===== src/rtl/keyed_deque_list_engine_defines.svh =====
// Assertion macros shared by the list engine modules.
`ifndef KEYED_DEQUE_LIST_ENGINE_DEFINES_SVH
`define KEYED_DEQUE_LIST_ENGINE_DEFINES_SVH

// The consequent must hold in the same cycle as the antecedent.
`define KDL_ASSERT_NOW(label, clk, rstn, ante, cons, msg) \
  label: assert property (@(posedge clk) disable iff (!(rstn)) (ante) |-> (cons)) \
    else $error(msg);

// The consequent must hold in the cycle after the antecedent.
`define KDL_ASSERT_NEXT(label, clk, rstn, ante, cons, msg) \
  label: assert property (@(posedge clk) disable iff (!(rstn)) (ante) |=> (cons)) \
    else $error(msg);

`endif


===== src/rtl/kdl_pkg.sv =====
package kdl_pkg;

  // Field widths.
  localparam int unsigned KEY_W      = 32;
  localparam int unsigned ACT_W      = 3;
  localparam int unsigned ST_W       = 2;
  localparam int unsigned TOTAL_W    = 7;
  localparam int unsigned OUT_DATA_W = 48;
  localparam int unsigned OUT_PAD_W  = OUT_DATA_W - ST_W - KEY_W - TOTAL_W;

  // Default list capacity.
  localparam int unsigned CAPACITY_DEF = 64;

  // Action codes.
  localparam logic [ACT_W-1:0] ACT_INSERT    = 3'd0;
  localparam logic [ACT_W-1:0] ACT_DEL_KEY   = 3'd1;
  localparam logic [ACT_W-1:0] ACT_DEL_FIRST = 3'd2;
  localparam logic [ACT_W-1:0] ACT_DEL_LAST  = 3'd3;
  localparam logic [ACT_W-1:0] ACT_DUMP      = 3'd4;

  // Status codes.
  localparam logic [ST_W-1:0] STATUS_OK   = 2'd0;
  localparam logic [ST_W-1:0] STATUS_NONE = 2'd1;
  localparam logic [ST_W-1:0] STATUS_FULL = 2'd2;

  // Datapath commands.
  typedef enum logic [3:0] {
    CMD_NOP,
    CMD_START_HEAD,
    CMD_START_TAIL,
    CMD_START_FREE,
    CMD_ALLOC,
    CMD_STEP,
    CMD_UNLINK,
    CMD_FREE,
    CMD_EMIT_STATUS,
    CMD_EMIT_DUMP
  } dp_cmd_e;

  // Controller to datapath.
  typedef struct packed {
    dp_cmd_e         cmd;
    logic [ST_W-1:0] status;
  } dp_ctrl_t;

  // Datapath to controller.
  typedef struct packed {
    logic empty;
    logic full;
    logic match;
    logic at_end;
    logic out_free;
  } dp_stat_t;

endpackage


===== src/rtl/keyed_deque_list_engine.sv =====
// Keyed deque list engine: one request is processed at a time.
// Insert runs start, allocate and emit; delete-first and delete-last run start, unlink, free and emit.
// Delete by key walks from the head to the match before unlinking; dump gives one key a cycle while the output is free.
// The pointer walk over the link memory, one entry per cycle, bounds the busy time.
// Reset empties the list at once; slot memories need no clearing pass.
module keyed_deque_list_engine #(
  parameter int unsigned CAPACITY = kdl_pkg::CAPACITY_DEF
) (
  input  logic                             clk_i,
  input  logic                             rst_ni,
  input  logic                             s_axis_tvalid,
  output logic                             s_axis_tready,
  // key[31:0]
  input  logic [kdl_pkg::KEY_W-1:0]        s_axis_tdata,
  // action[2:0]
  input  logic [kdl_pkg::ACT_W-1:0]        s_axis_tuser,
  output logic                             m_axis_tvalid,
  input  logic                             m_axis_tready,
  // status[1:0], out_key[33:2], entry_total[40:34], zero[47:41]
  output logic [kdl_pkg::OUT_DATA_W-1:0]   m_axis_tdata,
  // has_key[0]
  output logic                             m_axis_tuser,
  output logic                             m_axis_tlast
);
  import kdl_pkg::*;

  dp_ctrl_t           ctrl;
  dp_stat_t           stat;
  logic [ST_W-1:0]    out_status;
  logic [KEY_W-1:0]   out_key;
  logic [TOTAL_W-1:0] out_total;

  // Sequencer.
  kdl_ctrl u_ctrl (
    .clk_i      (clk_i),
    .rst_ni     (rst_ni),
    .in_valid_i (s_axis_tvalid),
    .in_ready_o (s_axis_tready),
    .action_i   (s_axis_tuser),
    .stat_i     (stat),
    .ctrl_o     (ctrl)
  );

  // List storage and output register.
  kdl_datapath #(
    .CAPACITY (CAPACITY)
  ) u_datapath (
    .clk_i         (clk_i),
    .rst_ni        (rst_ni),
    .key_i         (s_axis_tdata),
    .ctrl_i        (ctrl),
    .stat_o        (stat),
    .out_ready_i   (m_axis_tready),
    .out_valid_o   (m_axis_tvalid),
    .out_status_o  (out_status),
    .out_has_key_o (m_axis_tuser),
    .out_key_o     (out_key),
    .out_total_o   (out_total),
    .out_last_o    (m_axis_tlast)
  );

  // Pack the result fields, lowest field first.
  assign m_axis_tdata = {{OUT_PAD_W{1'b0}}, out_total, out_key, out_status};

endmodule


===== src/rtl/kdl_datapath.sv =====
module kdl_datapath #(
  parameter int unsigned CAPACITY = kdl_pkg::CAPACITY_DEF
) (
  input  logic                          clk_i,
  input  logic                          rst_ni,
  input  logic [kdl_pkg::KEY_W-1:0]     key_i,
  input  kdl_pkg::dp_ctrl_t             ctrl_i,
  output kdl_pkg::dp_stat_t             stat_o,
  input  logic                          out_ready_i,
  output logic                          out_valid_o,
  output logic [kdl_pkg::ST_W-1:0]      out_status_o,
  output logic                          out_has_key_o,
  output logic [kdl_pkg::KEY_W-1:0]     out_key_o,
  output logic [kdl_pkg::TOTAL_W-1:0]   out_total_o,
  output logic                          out_last_o
);
  import kdl_pkg::*;
  `include "keyed_deque_list_engine_defines.svh"

  localparam int unsigned AW = (CAPACITY > 1) ? $clog2(CAPACITY) : 1;
  localparam int unsigned CW = $clog2(CAPACITY + 1);

  // Slot storage: key and both links per slot.
  logic [KEY_W-1:0] key_mem [CAPACITY];
  logic [AW-1:0]    nxt_mem [CAPACITY];
  logic [AW-1:0]    prv_mem [CAPACITY];

  logic [KEY_W-1:0] key_rd_q;
  logic [AW-1:0]    nxt_rd_q, prv_rd_q;

  logic [AW-1:0]    cur_d, cur_q, head_d, head_q, tail_d, tail_q, fhead_d, fhead_q;
  logic [CW-1:0]    idx_d, idx_q, count_d, count_q, fresh_d, fresh_q;
  logic [KEY_W-1:0] key_d, key_q;

  logic             key_we, nxt_we, prv_we;
  logic [AW-1:0]    key_wa, nxt_wa, prv_wa, nxt_wd, prv_wd;
  logic [KEY_W-1:0] key_wd;

  logic             out_load;
  logic [ST_W-1:0]  ld_status;
  logic             ld_has_key, ld_last;
  logic [KEY_W-1:0] ld_key;

  logic             out_valid_d, out_valid_q;
  logic [ST_W-1:0]  out_status_q;
  logic             out_has_key_q, out_last_q;
  logic [KEY_W-1:0] out_key_q;
  logic [TOTAL_W-1:0] out_total_q;

  logic             fresh_avail, at_end;
  logic [AW-1:0]    slot;

  // Never-used slots are handed out first, then recycled ones from the free chain.
  assign fresh_avail = (fresh_q != CW'(CAPACITY));
  assign slot        = fresh_avail ? fresh_q[AW-1:0] : cur_q;
  assign at_end      = ((idx_q + CW'(1)) == count_q);

  assign stat_o.empty    = (count_q == '0);
  assign stat_o.full     = (count_q == CW'(CAPACITY));
  assign stat_o.match    = (key_rd_q == key_q);
  assign stat_o.at_end   = at_end;
  assign stat_o.out_free = !out_valid_q || out_ready_i;

  // Command decode: next pointers, memory writes and output loads.
  always_comb begin
    cur_d      = cur_q;
    idx_d      = idx_q;
    head_d     = head_q;
    tail_d     = tail_q;
    count_d    = count_q;
    fresh_d    = fresh_q;
    fhead_d    = fhead_q;
    key_d      = key_q;
    key_we     = 1'b0;
    key_wa     = slot;
    key_wd     = key_q;
    nxt_we     = 1'b0;
    nxt_wa     = cur_q;
    nxt_wd     = head_q;
    prv_we     = 1'b0;
    prv_wa     = head_q;
    prv_wd     = slot;
    out_load   = 1'b0;
    ld_status  = ctrl_i.status;
    ld_has_key = 1'b0;
    ld_key     = '0;
    ld_last    = 1'b1;
    unique case (ctrl_i.cmd)
      CMD_START_HEAD: begin
        key_d = key_i;
        cur_d = head_q;
        idx_d = '0;
      end
      CMD_START_TAIL: begin
        key_d = key_i;
        cur_d = tail_q;
      end
      CMD_START_FREE: begin
        key_d = key_i;
        cur_d = fhead_q;
      end
      CMD_ALLOC: begin
        key_we  = 1'b1;
        nxt_we  = 1'b1;
        nxt_wa  = slot;
        nxt_wd  = head_q;
        if (count_q != '0) begin
          prv_we = 1'b1;
        end else begin
          tail_d = slot;
        end
        head_d  = slot;
        count_d = count_q + CW'(1);
        if (fresh_avail) begin
          fresh_d = fresh_q + CW'(1);
        end else begin
          fhead_d = nxt_rd_q;
        end
      end
      CMD_STEP: begin
        cur_d = nxt_rd_q;
        idx_d = idx_q + CW'(1);
      end
      CMD_UNLINK: begin
        // Bypass the current slot in both directions.
        if (cur_q == head_q) begin
          head_d = nxt_rd_q;
        end else begin
          nxt_we = 1'b1;
          nxt_wa = prv_rd_q;
          nxt_wd = nxt_rd_q;
        end
        if (cur_q == tail_q) begin
          tail_d = prv_rd_q;
        end else begin
          prv_we = 1'b1;
          prv_wa = nxt_rd_q;
          prv_wd = prv_rd_q;
        end
        count_d = count_q - CW'(1);
      end
      CMD_FREE: begin
        // Push the released slot onto the free chain.
        nxt_we  = 1'b1;
        nxt_wa  = cur_q;
        nxt_wd  = fhead_q;
        fhead_d = cur_q;
      end
      CMD_EMIT_STATUS: begin
        out_load = 1'b1;
      end
      CMD_EMIT_DUMP: begin
        out_load   = 1'b1;
        ld_status  = STATUS_OK;
        ld_has_key = 1'b1;
        ld_key     = key_rd_q;
        ld_last    = at_end;
        cur_d      = nxt_rd_q;
        idx_d      = idx_q + CW'(1);
      end
      default: begin
      end
    endcase
  end

  // Memories: one write port each, read at the next current slot.
  always_ff @(posedge clk_i) begin
    if (key_we) begin
      key_mem[key_wa] <= key_wd;
    end
    key_rd_q <= key_mem[cur_d];
  end

  always_ff @(posedge clk_i) begin
    if (nxt_we) begin
      nxt_mem[nxt_wa] <= nxt_wd;
    end
    nxt_rd_q <= nxt_mem[cur_d];
  end

  always_ff @(posedge clk_i) begin
    if (prv_we) begin
      prv_mem[prv_wa] <= prv_wd;
    end
    prv_rd_q <= prv_mem[cur_d];
  end

  // List bookkeeping registers.
  always_ff @(posedge clk_i or negedge rst_ni) begin
    if (!rst_ni) begin
      cur_q   <= '0;
      idx_q   <= '0;
      head_q  <= '0;
      tail_q  <= '0;
      count_q <= '0;
      fresh_q <= '0;
      fhead_q <= '0;
    end else begin
      cur_q   <= cur_d;
      idx_q   <= idx_d;
      head_q  <= head_d;
      tail_q  <= tail_d;
      count_q <= count_d;
      fresh_q <= fresh_d;
      fhead_q <= fhead_d;
    end
  end

  always_ff @(posedge clk_i) begin
    key_q <= key_d;
  end

  // Output register: holds one result until the downstream side takes it.
  always_comb begin
    out_valid_d = out_valid_q;
    if (out_load) begin
      out_valid_d = 1'b1;
    end else if (out_ready_i) begin
      out_valid_d = 1'b0;
    end
  end

  always_ff @(posedge clk_i or negedge rst_ni) begin
    if (!rst_ni) begin
      out_valid_q <= 1'b0;
    end else begin
      out_valid_q <= out_valid_d;
    end
  end

  always_ff @(posedge clk_i) begin
    if (out_load) begin
      out_status_q  <= ld_status;
      out_has_key_q <= ld_has_key;
      out_key_q     <= ld_key;
      out_total_q   <= TOTAL_W'(count_q);
      out_last_q    <= ld_last;
    end
  end

  assign out_valid_o   = out_valid_q;
  assign out_status_o  = out_status_q;
  assign out_has_key_o = out_has_key_q;
  assign out_key_o     = out_key_q;
  assign out_total_o   = out_total_q;
  assign out_last_o    = out_last_q;

  // Every live entry occupies a slot that has been handed out at least once.
  `KDL_ASSERT_NOW(a_fresh_covers_count, clk_i, rst_ni, 1'b1, fresh_q >= count_q, "count exceeds used slots")
  // Allocation never runs on a full list.
  `KDL_ASSERT_NOW(a_alloc_not_full, clk_i, rst_ni, ctrl_i.cmd == CMD_ALLOC, count_q != CW'(CAPACITY), "alloc while full")
  // A result is never loaded over one that has not been taken.
  `KDL_ASSERT_NOW(a_no_overwrite, clk_i, rst_ni, out_load, !out_valid_q || out_ready_i, "output overwritten")

endmodule


===== src/rtl/kdl_ctrl.sv =====
module kdl_ctrl (
  input  logic                      clk_i,
  input  logic                      rst_ni,
  input  logic                      in_valid_i,
  output logic                      in_ready_o,
  input  logic [kdl_pkg::ACT_W-1:0] action_i,
  input  kdl_pkg::dp_stat_t         stat_i,
  output kdl_pkg::dp_ctrl_t         ctrl_o
);
  import kdl_pkg::*;
  `include "keyed_deque_list_engine_defines.svh"

  localparam logic [2:0] S_IDLE = 3'd0;
  localparam logic [2:0] S_INS  = 3'd1;
  localparam logic [2:0] S_WALK = 3'd2;
  localparam logic [2:0] S_UNL1 = 3'd3;
  localparam logic [2:0] S_UNL2 = 3'd4;
  localparam logic [2:0] S_EMIT = 3'd5;
  localparam logic [2:0] S_DUMP = 3'd6;

  logic [2:0]      state_d, state_q;
  logic [ST_W-1:0] st_d, st_q;
  logic            accept;

  assign in_ready_o = (state_q == S_IDLE);
  assign accept     = in_valid_i && in_ready_o;

  // Sequencer: one request at a time, each action a short command sequence.
  always_comb begin
    state_d       = state_q;
    st_d          = st_q;
    ctrl_o.cmd    = CMD_NOP;
    ctrl_o.status = st_q;
    unique case (state_q)
      S_IDLE: begin
        if (accept) begin
          unique case (action_i)
            ACT_INSERT: begin
              if (stat_i.full) begin
                st_d    = STATUS_FULL;
                state_d = S_EMIT;
              end else begin
                ctrl_o.cmd = CMD_START_FREE;
                state_d    = S_INS;
              end
            end
            ACT_DEL_KEY: begin
              if (stat_i.empty) begin
                st_d    = STATUS_NONE;
                state_d = S_EMIT;
              end else begin
                ctrl_o.cmd = CMD_START_HEAD;
                state_d    = S_WALK;
              end
            end
            ACT_DEL_FIRST: begin
              if (stat_i.empty) begin
                st_d    = STATUS_NONE;
                state_d = S_EMIT;
              end else begin
                ctrl_o.cmd = CMD_START_HEAD;
                state_d    = S_UNL1;
              end
            end
            ACT_DEL_LAST: begin
              if (stat_i.empty) begin
                st_d    = STATUS_NONE;
                state_d = S_EMIT;
              end else begin
                ctrl_o.cmd = CMD_START_TAIL;
                state_d    = S_UNL1;
              end
            end
            ACT_DUMP: begin
              if (stat_i.empty) begin
                st_d    = STATUS_NONE;
                state_d = S_EMIT;
              end else begin
                ctrl_o.cmd = CMD_START_HEAD;
                state_d    = S_DUMP;
              end
            end
            default: begin
              // Unknown actions are dropped without a result.
              state_d = S_IDLE;
            end
          endcase
        end
      end
      S_INS: begin
        ctrl_o.cmd = CMD_ALLOC;
        st_d       = STATUS_OK;
        state_d    = S_EMIT;
      end
      S_WALK: begin
        if (stat_i.match) begin
          state_d = S_UNL1;
        end else if (stat_i.at_end) begin
          st_d    = STATUS_NONE;
          state_d = S_EMIT;
        end else begin
          ctrl_o.cmd = CMD_STEP;
        end
      end
      S_UNL1: begin
        ctrl_o.cmd = CMD_UNLINK;
        state_d    = S_UNL2;
      end
      S_UNL2: begin
        ctrl_o.cmd = CMD_FREE;
        st_d       = STATUS_OK;
        state_d    = S_EMIT;
      end
      S_EMIT: begin
        if (stat_i.out_free) begin
          ctrl_o.cmd = CMD_EMIT_STATUS;
          state_d    = S_IDLE;
        end
      end
      S_DUMP: begin
        if (stat_i.out_free) begin
          ctrl_o.cmd = CMD_EMIT_DUMP;
          if (stat_i.at_end) begin
            state_d = S_IDLE;
          end
        end
      end
      default: begin
        state_d = S_IDLE;
      end
    endcase
  end

  always_ff @(posedge clk_i or negedge rst_ni) begin
    if (!rst_ni) begin
      state_q <= S_IDLE;
      st_q    <= STATUS_OK;
    end else begin
      state_q <= state_d;
      st_q    <= st_d;
    end
  end

  // Unlinking always finishes with the free-chain push.
  `KDL_ASSERT_NEXT(a_unlink_then_free, clk_i, rst_ni, state_q == S_UNL1, state_q == S_UNL2, "unlink sequence broken")
  // A dump walk only runs over a non-empty list.
  `KDL_ASSERT_NOW(a_dump_nonempty, clk_i, rst_ni, state_q == S_DUMP, !stat_i.empty, "dump of empty list")

endmodule

===== config.mk =====
export PLATFORM = sky130hd
export DESIGN_NAME = keyed_deque_list_engine
export DESIGN_NICKNAME = d
export VERILOG_FILES = /design/src/rtl/kdl_pkg.sv /design/src/rtl/keyed_deque_list_engine.sv /design/src/rtl/kdl_datapath.sv /design/src/rtl/kdl_ctrl.sv
export VERILOG_INCLUDE_DIRS = /design/src /design/src/rtl
export SDC_FILE = /design/constraint.sdc
export NUM_CORES = 2
export LEC_CHECK = 0
export BUFFER_PORTS_ARGS = -buffer_cell sky130_fd_sc_hd__buf_2
export CORE_AREA = 8 8 475 570
export DETAILED_ROUTE_END_ITERATION = 10
export DIE_AREA = 0 0 483 578
export GPL_ROUTABILITY_DRIVEN = 0
export PLACE_DENSITY = 0.71
export SLEW_MARGIN = 20
export SYNTH_ARGS = -nofsm -noshare
export SYNTH_HDL_FRONTEND = slang
export SYNTH_SLANG_ARGS = --single-unit

===== constraint.sdc =====
create_clock -name clk_i -period 8.7 [get_ports clk_i]
set_clock_uncertainty 0.2 [all_clocks]
set_input_delay 2.175 -clock clk_i [delete_from_list [all_inputs] [get_ports clk_i]]
set_output_delay 2.175 -clock clk_i [all_outputs]
set_load 0.005 [all_outputs]

==> reports/results.tsv <==
stage	metric	value	unit
floorplan	num_rows	206	
cts	htreeDepth	5	
power_and_ir_drop	cell_internal_pwr	29450	uW
cts	clock_path_buffers	4	
sta	drv_slew	0	
cts	numCtsBuffers	294	
min_path	min_path_cells	1	
detailed_routing	drc	0	
grt	antenna_found_initial	15	
sta	max_slew_margin	18.10	%
synthesis	synthAdderAreaFrac	0.1114	%
grt	grt_pass1_wl	476.9	mm
power_and_ir_drop	p_seq_share	38.6	%
detailed_routing	topRoutingLayerUsed	met5	
detailed_routing	met1Wirelength	119.5	mm
power_and_ir_drop	p_leak	0.04282	uW
place	placedCellCount	10872	
cts	clkTransAtPathRegs	0.06	ns
grt	overflow	0	
synthesis	synth_enable_flop_cells	2891	
power_and_ir_drop	max-vdd-ir-drop	0.3305	mV
synthesis	synth_top_family_by_area	simple AND/OR/NAND/NOR gates	
synthesis	synth-compound-area-share	4.982	%
place	port_buffers	83	
detailed_routing	vias	70509	
floorplan	die_area	279200	um2
cts	clock-sinks	2986	
sta	rsz0062_at_grt	no	
power_and_ir_drop	switching_power	17100	uW
cells_and_area	nets	7785	
synthesis	yosys.area.top_type_share	74.34	%
sta	worst_slew_pin_slew	1.226	ns
cts	ctsHoldBuffers	0	
critical_path	r2r_end	u_datapath.key_rd_q[1]$_DFF_P_	
sta	hold_slack	0.2809	ns
synthesis	synth.area.top_cells	edfxtp_1, mux2i_1, nand2_1	
synthesis	post_synth.cell_area_avg	15.39	um2
cells_and_area	fin_cells	11411	
detailed_routing	routed-wl-met3	38.67	mm
cells_and_area	synthToLayoutAreaGrowth	12.79	%
detailed_routing	drtPass1Iterations	8	
grt	grt_start_max_net_pins	190	
critical_path	crit_path_start	u_datapath.key_q[9]$_DFFE_PP_	
critical_path	rr_worst_depth	17	
min_path	hold_end	u_datapath.fresh_q[6]$_DFFE_PN0P_	
outcome	status	completed	
power_and_ir_drop	clkPwrFrac	27.6	%
grt	grtUsageTotal	22.93	%
sta	fmax	130.8	MHz
detailed_routing	vias_per_cell	6.179	
synthesis	ys_warn_count	0	
synthesis	synth_simple_gate_area_share	8.689	%
cts	cts_resized	0	
sta	timing.final.hold_violations	0	
cells_and_area	final_cell_mix	edfxtp_1, nand2_1, mux2i_1	
synthesis	synth_xor_area_share	0.5100	%
power_and_ir_drop	sw_frac_of_total	36.73	%
synthesis	async_flop_share	1.708	%
cells_and_area	drive_above_1_share	10.80	%
floorplan	fp.dieH	578	um
critical_path	start_kind	flop	
synthesis	synth.largest_area_cell	edfxtp_1	
grt	grt_pass1_vias	68454	
synthesis	synth_flop_cell	edfxtp_1	
detailed_routing	drt_iter0_drc	10649	
floorplan	core-area	261400	um2
detailed_routing	met2_length	154.0	mm
synthesis	ys_seq_area_share	76.18	%
cells_and_area	fillers	21034	
synthesis	ys_ff_latch	2986	
detailed_routing	ant_nets	0	
synthesis	syn_area	116800	um2
cts	clock_latency	0.88	ns
critical_path	end_kind	flop	
sta	finalCritPeriodShare	87.87	%
critical_path	critPathMaxFanout	144	
cts	post_cts_buffers	0	
run	drv_cap	0	
sta	min_period	7.645	ns
synthesis	synthMuxAreaShare	7.578	%
critical_path	path_class	flop to flop	
critical_path	worstPathRequired	9.21	ns
synthesis	synth_cell_types	82	
min_path	hp-start	u_datapath.fresh_q[6]$_DFFE_PN0P_	
critical_path	ff2ff_setup_slack	1.06	ns
cells_and_area	layout_commonest_cell	edfxtp_1	
floorplan	die_w	483	um
floorplan	start_util	44.68	%
floorplan	ios	91	
critical_path	arrival	8.16	ns
detailed_routing	wirelength	335.4	mm
sta	fin_tns_setup	0	ns
synthesis	syn-instance-count	7588	
cts	cts-root-buf	clkbuf_16	
cts	cts_tree	built	
min_path	hold_class	flop to flop	
power_and_ir_drop	p_per_area	353.4	nW/um2
place	dp_hpwl	183.3	mm
sta	setup_viol	0	
critical_path	r2r-start	u_datapath.key_q[9]$_DFFE_PP_	
detailed_routing	wl_per_cell	29.39	um
power_and_ir_drop	share_comb_of_total_power	33.8	%
## how the worst max path moves through the flow
stage / slack (ns) / depth (start not counted) / endpoint
2_1_floorplan: 1.94 / 16 / u_datapath.nxt_rd_q[0]$_DFF_P_
3_3_place_gp: 0.72 / 15 / u_datapath.key_rd_q[0]$_DFF_P_
3_5_place_dp: 0.78 / 15 / u_datapath.key_rd_q[0]$_DFF_P_
4_1_cts: 1.36 / 17 / u_datapath.key_rd_q[0]$_DFF_P_
5_1_grt: 1.12 / 16 / u_datapath.key_rd_q[1]$_DFF_P_
6_report: 1.06 / 17 / u_datapath.key_rd_q[1]$_DFF_P_
## kinds of logic after synthesis
family	count (synthesis)
multiplexers	881
buffers and inverters	487
flip-flops	2986
XOR/XNOR	68
adder cells (fa/ha/maj)	10
other	1
AND/OR/NAND/NOR	2272
AO/OA/AOI/OAI	883
## routing by layer
layer	global-route usage, %	vias up
li1	-	29541
met1	28.66	35315
met2	36.20	4651
met3	5.647	1000
met4	14.06	2
met5	0	-
## Yosys cell counts, types with 109 or more instances
library cell / number
o21ai_0: 109
mux2i_1: 865
a32oi_1: 169
clkbuf_1: 243
nor2_1: 243
edfxtp_1: 2891
nand4_1: 267
o21ai_1: 120
buf_2: 118
o22ai_1: 332
nand3_1: 391
nand2_1: 1206
## critical path, cell delays in order (launching register included)
cell,delay [ns]
edfxtp_1,0.45
buf_4,0.56
xnor2_1,0.20
nand4_1,0.46
nor4_2,0.39
buf_4,0.24
a21oi_1,0.22
a21o_1,0.37
a22oi_2,0.68
and3_4,0.68
inv_16,0.26
buf_12,0.51
buf_4,0.29
mux2i_1,0.17
o22ai_1,0.10
o21ai_1,0.42
nand4_1,0.45
or2_1,0.35
## flip-flops by register name (all words and copies together), names as in the netlist, 7 cells and up
register and cells:
u_datapath.count_q 7, u_datapath.out_key_o 32, u_datapath.key_mem 2048, u_datapath.prv_mem 384, u_datapath.nxt_mem 384, u_datapath.key_q 32, u_datapath.out_total_o 7, u_datapath.key_rd_q 32
u_datapath.idx_q 7, u_datapath.fresh_q 7
## power groups by stage
stage	Clock (uW)	Combinational (uW)	Sequential, uW
2_1_floorplan	0	9610	18100
3_3_place_gp	0	15100	18200
3_5_place_dp	0	15400	18200
4_1_cts	13000	15500	17900
5_1_grt	13500	16500	18000
6_report	12900	15700	18000
## stage by stage
step                      total power, uW  setup slack (ns)  area, um2  util, %
after CTS                           46360             1.355     131700    50.38
after detailed placement            33630            0.7828     122000    46.67
after global routing                47980             1.124     131700    50.39
final                               46550             1.055     131700    50.40
after floorplan                     27690             1.942     116800        -
after global placement              33300            0.7210     122000    46.67
## layout make-up
type	count	area [um2]	share of cell area, %
inverter	25	115.1	0.08739
sequential	2986	88970	67.55
clock buffer	376	8039	6.103
tap	3432	4294	3.260
clock inverter	152	1653	1.255
timing repair buffer	309	2420	1.837
antenna	10	25.02	0.01900
multi-input combinational	4121	26200	19.89
Power figures use the tool's default switching activity.
